## src/sv/assert_macros.svh

```systemverilog
// Assertion macros shared by the RTL modules of the Sobel edge block.
`ifndef ASSERT_MACROS_SVH
`define ASSERT_MACROS_SVH

// Checked on every rising clock edge while reset is released.
`define ASSERT_CLK(lbl, prop, msg) \
  lbl: assert property (@(posedge clk_i) disable iff (!rst_ni) prop) \
    else $error(msg);

// The expression must never be true while reset is released.
`define ASSERT_NEVER(lbl, expr, msg) \
  `ASSERT_CLK(lbl, !(expr), msg)

`endif

```

## src/sv/sem_pkg.sv

```systemverilog
// Package with the sizes, register indexes and control structs of the Sobel edge block.
package sem_pkg;

  localparam int MAX_WIDTH  = 256;
  localparam int MAX_HEIGHT = 4096;

  localparam int COL_W    = $clog2(MAX_WIDTH);
  localparam int ROW_W    = 13;
  localparam int OROW_W   = 12;
  localparam int PIX_W    = 8;
  localparam int WIDTH_W  = 9;
  localparam int HEIGHT_W = 13;
  localparam int CFG_W    = 13;
  localparam int GRAD_W   = 11;
  localparam int SQ_W     = 20;
  localparam int SUM_W    = 21;
  localparam int ROOT_W   = 18;

  localparam logic [0:0] REG_IMAGE_WIDTH  = 1'b0;
  localparam logic [0:0] REG_IMAGE_HEIGHT = 1'b1;

  // Commands from the controller to the datapath.
  typedef struct packed {
    logic load;
    logic shift;
    logic grad;
    logic square;
    logic sum;
    logic root_step;
    logic publish;
  } sem_cmd_t;

  // Status from the datapath to the controller.
  typedef struct packed {
    logic emit;
    logic root_last;
    logic out_free;
  } sem_sts_t;

endpackage

```

## src/sv/sem_ctrl.sv

```systemverilog
// Controller state machine that sequences one word through the Sobel datapath.
`include "assert_macros.svh"

module sem_ctrl (
  input  logic              clk_i,
  input  logic              rst_ni,
  input  logic              in_valid_i,
  output logic              in_ready_o,
  input  sem_pkg::sem_sts_t sts_i,
  output sem_pkg::sem_cmd_t cmd_o
);

  typedef enum logic [6:0] {
    ST_IDLE = 7'b0000001,
    ST_WIN  = 7'b0000010,
    ST_GRAD = 7'b0000100,
    ST_SQR  = 7'b0001000,
    ST_SUM  = 7'b0010000,
    ST_ROOT = 7'b0100000,
    ST_DONE = 7'b1000000
  } sem_state_e;

  sem_state_e state_q, state_d;

  assign in_ready_o = (state_q == ST_IDLE);

  always_comb begin
    state_d = state_q;
    cmd_o   = '0;
    unique case (state_q)
      ST_IDLE: begin
        if (in_valid_i) begin
          cmd_o.load = 1'b1;
          state_d    = ST_WIN;
        end
      end
      ST_WIN: begin
        cmd_o.shift = 1'b1;
        state_d     = sts_i.emit ? ST_GRAD : ST_IDLE;
      end
      ST_GRAD: begin
        cmd_o.grad = 1'b1;
        state_d    = ST_SQR;
      end
      ST_SQR: begin
        cmd_o.square = 1'b1;
        state_d      = ST_SUM;
      end
      ST_SUM: begin
        cmd_o.sum = 1'b1;
        state_d   = ST_ROOT;
      end
      ST_ROOT: begin
        cmd_o.root_step = 1'b1;
        if (sts_i.root_last) begin
          state_d = ST_DONE;
        end
      end
      ST_DONE: begin
        // Wait here only while the previous result still sits unread.
        if (sts_i.out_free) begin
          cmd_o.publish = 1'b1;
          state_d       = ST_IDLE;
        end
      end
      default: begin
        state_d = ST_IDLE;
      end
    endcase
  end

  always_ff @(posedge clk_i or negedge rst_ni) begin
    if (!rst_ni) begin
      state_q <= ST_IDLE;
    end else begin
      state_q <= state_d;
    end
  end

  `ASSERT_CLK(a_accept_to_win, (in_valid_i && in_ready_o) |=> (state_q == ST_WIN),
              "accepted word did not move to the window step")
  `ASSERT_CLK(a_publish_free, cmd_o.publish |-> sts_i.out_free,
              "result published while the output register was occupied")
  `ASSERT_NEVER(a_root_no_load, cmd_o.root_step && cmd_o.load,
                "new word loaded during the square root")

endmodule

```

## config.mk

```make
export PLATFORM = sky130hd
export DESIGN_NAME = sem_ctrl
export DESIGN_NICKNAME = d
export VERILOG_FILES = /design/src/sv/sem_pkg.sv /design/src/sv/sem_ctrl.sv
export VERILOG_INCLUDE_DIRS = /design/src /design/src/sv
export SDC_FILE = /design/constraint.sdc
export NUM_CORES = 1
export LEC_CHECK = 0
export ABC_CLOCK_PERIOD_IN_PS = 3950
export BUFFER_PORTS_ARGS = -buffer_cell sky130_fd_sc_hd__buf_2
export CORE_AREA = 2 2 39 41
export DETAILED_ROUTE_END_ITERATION = 10
export DIE_AREA = 0 0 41 43
export PLACE_DENSITY_LB_ADDON = 0.1
export SYNTH_ARGS = -nofsm -noshare
export SYNTH_HDL_FRONTEND = slang
export SYNTH_SLANG_ARGS = --single-unit
```

## constraint.sdc

```tcl
create_clock -name clk_i -period 3.95 [get_ports clk_i]
set_input_delay 0.79 -clock clk_i [delete_from_list [all_inputs] [get_ports clk_i]]
set_output_delay 0.79 -clock clk_i [all_outputs]
set_load 0.03 [all_outputs]
```

==> results.md <==
- Outcome: completed
- First-pass GRT wire length: 1690 um
- CTS tree: yes
- Post-DR vias/cell: 5.17
- Syn-to-layout area delta: 16.8%
- DR iter-0 viols: 4
- Postcts setup bufs: 0
- Chip Height: ~43 um
- Fin Setup TNS: 0 ps
- Post-synthesis sequential area ratio: 0.388
- Mapped Cells: 53
- Asr flop ratio synth: 1.00
- CTS Buffer Depth: 2
- CP top delay family: simple AND/OR/NAND/NOR gates
- Initial antenna violation count: 0
- Post-cts hold buffer count: 0
- Crit Reg-Reg Endpoint: state_q[0]$_DFFE_PN1P_
- FP Rows: 14
- RSZ-0062 raised after global routing: false
- Avg Inst Size Synth: 8.57 um^2
- Least-Margin Pin Slew: between 300 and 400 ps
- Via count: 419
- Die ar.: 0.00176 mm^2
- GRT Total Usage: 0.145
- Area share of the largest cell type after synthesis: 0.331
- R2r worst-path depth: 4
- Syn Nets: 59
- Num CTS Buffers: 3
- Post-route ant nets: 0
- Ys Warns: 0
- NumNets Final: 72
- Largest net degree at the start of global routing: 11
- Vias in the first global route: roughly 380
- Static Leak: roughly 0.24 nW
- Final setup viols: 0
- IO Count: 14
- Setup Crit Path Kind: reg -> out
- Final min period: around 2500 ps
- Max Cap Viol: 0
- WHS: about 360 ps
- Avg WL per Cell: 11.8 um
- Arrival @ worst endpoint: ~1700 ps
- Root buffer cell: clkbuf_4
- Sequential share of power: 0.389
- Reg2reg setup slack: 2500 ps
- Max-slew violations: 0
- RD Place Congestion: 0.692
- P_sw: about 120 uW
- Primary FF master, synth: dfrtp_1
- DP HPWL: ~730 um
- Clock Sinks: 7
- Die span in x: 41 um
- Share of cells above drive strength 1: 0.292
- Ranking of synthesized cells by area: dfrtp_1 33%, nor4_1 8.3%, dfstp_2 5.8%, buf_6 5.0%, nor2_1 5.0%
- Pint: about 170 uW
- Fin crit share: 0.637
- Port bufs: 13
- Number of fill cells: 152
- Post-synth EDFFs: 0
- FMAX: 398 MHz
- Max reg flops: 7
- Relative slew margins: 0.757
- Final wirelength: 955 um
- Post-cts sizing count: 0
- Core area: 0.00138 mm^2
- Required time of the critical path: between 3000 and 4000 ps
- Post-synth top cells: 6 x dfrtp_1, 6 x nor2_1, 6 x nor4_1, 4 x nand2_1
- Slowest CP cell: or3_1
- Logic pwr share: 0.392
- CP Launch Type: flop
- Cell Pwr Density: approximately 550 mW/mm^2
- Final hold violation count: 0
- Sw Ratio: 0.422
- Start of the worst register-to-register path: state_q[5]$_DFFE_PN0P_
- Netlist cell types: 24
- Top reg by flops: state_q
- CP Cell Sequence: or3_1, nor4_1, buf_2
- Clock transition at the registers of the reported paths: 50 ps
- Synth Register Bits: 7
- H-tree levels: 1
- Crit end category: output port
- Post-synth top area cell: dfrtp_1
- Clk_lat worst skew: 250 ps
- Clk_skew: roughly 7.3 ps
- First drt pass iteration count: 3
- Clock power share: 0.219
- Diodes inserted: 0
- Initial cell density of the core: 0.328
- Max stage delay on crit path: 530 ps
- Maximum VDD drop: 250 uV
- Hold crit path type: in -> async
- CP Max Fanout: 10
- Grt ovf: 0
- Number of remaining DRC errors: 0
- Buf+Inv Stages, Crit Path: 1
- Biggest regs: state_q (7)
- Synthesized area: 454 um^2
==> cells by family after synthesis <==
group	count (synthesis)	share of synthesized area
simple gates	33	0.424
compound gates	7	0.102
buf+inv	6	0.0854
flops	7	0.388
==> worst max path at each step <==
| stage | cells after the start | start | to |
|---|---|---|---|
| 6_report | 3 | state_q[5]$_DFFE_PN0P_ | cmd_o[3] |
| 5_1_grt | 3 | state_q[5]$_DFFE_PN0P_ | cmd_o[3] |
| 4_1_cts | 3 | state_q[5]$_DFFE_PN0P_ | cmd_o[4] |
| 3_5_place_dp | 3 | state_q[5]$_DFFE_PN0P_ | cmd_o[3] |
| 3_3_place_gp | 3 | state_q[5]$_DFFE_PN0P_ | cmd_o[4] |
| 2_1_floorplan | 4 | state_q[5]$_DFFE_PN0P_ | cmd_o[3] |
==> final cells by class <==
type	instances	area, um^2	area share
Multi-Input combinational cell	40	239	0.450
Sequential cell	7	176	0.333
Timing Repair Buffer	13	65.1	0.123
Clock buffer	4	26.3	0.0495
Tap cell	16	20.0	0.0377
Inverter	1	3.75	0.00708
==> power groups by stage <==
stage	combinational, mW	sequential, mW	clock [mW]
6_report	0.114	0.113	0.0636
5_1_grt	0.125	0.115	0.0739
4_1_cts	0.116	0.112	0.0669
3_5_place_dp	0.115	0.114	0
3_3_place_gp	0.117	0.114	0
2_1_floorplan	0.110	0.0901	0
==> per-layer routing <==
metal  track usage  wire, um
met3        0.0838        56
met5             0         0
met4        0.0400         0
met1         0.189       425
met2         0.200       473
==> through the flow <==
| stage | total power [mW] | setup WS [ps] | util | std cells | cell area [um^2] |
|---|---|---|---|---|---|
| finish | 0.290 | 1430 | 0.383 | 81 | 531 |
| global route | 0.314 | 1230 | 0.383 | 81 | 531 |
| CTS | 0.295 | 1420 | 0.383 | 81 | 531 |
| detailed placement | 0.229 | 1700 | 0.364 | 77 | 504 |
| global placement | 0.231 | 1670 | 0.364 | 77 | 504 |
| floorplan | 0.200 | 1210 | - | 53 | 454 |
==> cell usage in the layout (no fill, tap or decap) <==
cell type / count
nand2_1: 4
nand3_1: 1
nor2b_1: 1
o311a_1: 1
nor3_4: 1
a31oi_1: 2
a2bb2oi_1: 1
o21ai_0: 2
nor4_1: 6
clkbuf_1: 1
nand3b_1: 1
or3b_2: 1
inv_1: 1
buf_2: 13
and2_1: 3
nor3_1: 3
nor3b_1: 2
a21oi_1: 1
or3_1: 1
dfstp_2: 1
nor2_1: 6
dfrtp_1: 6
clkbuf_4: 3
nand2b_1: 3
No activity file was read; power rests on OpenSTA's default activity.
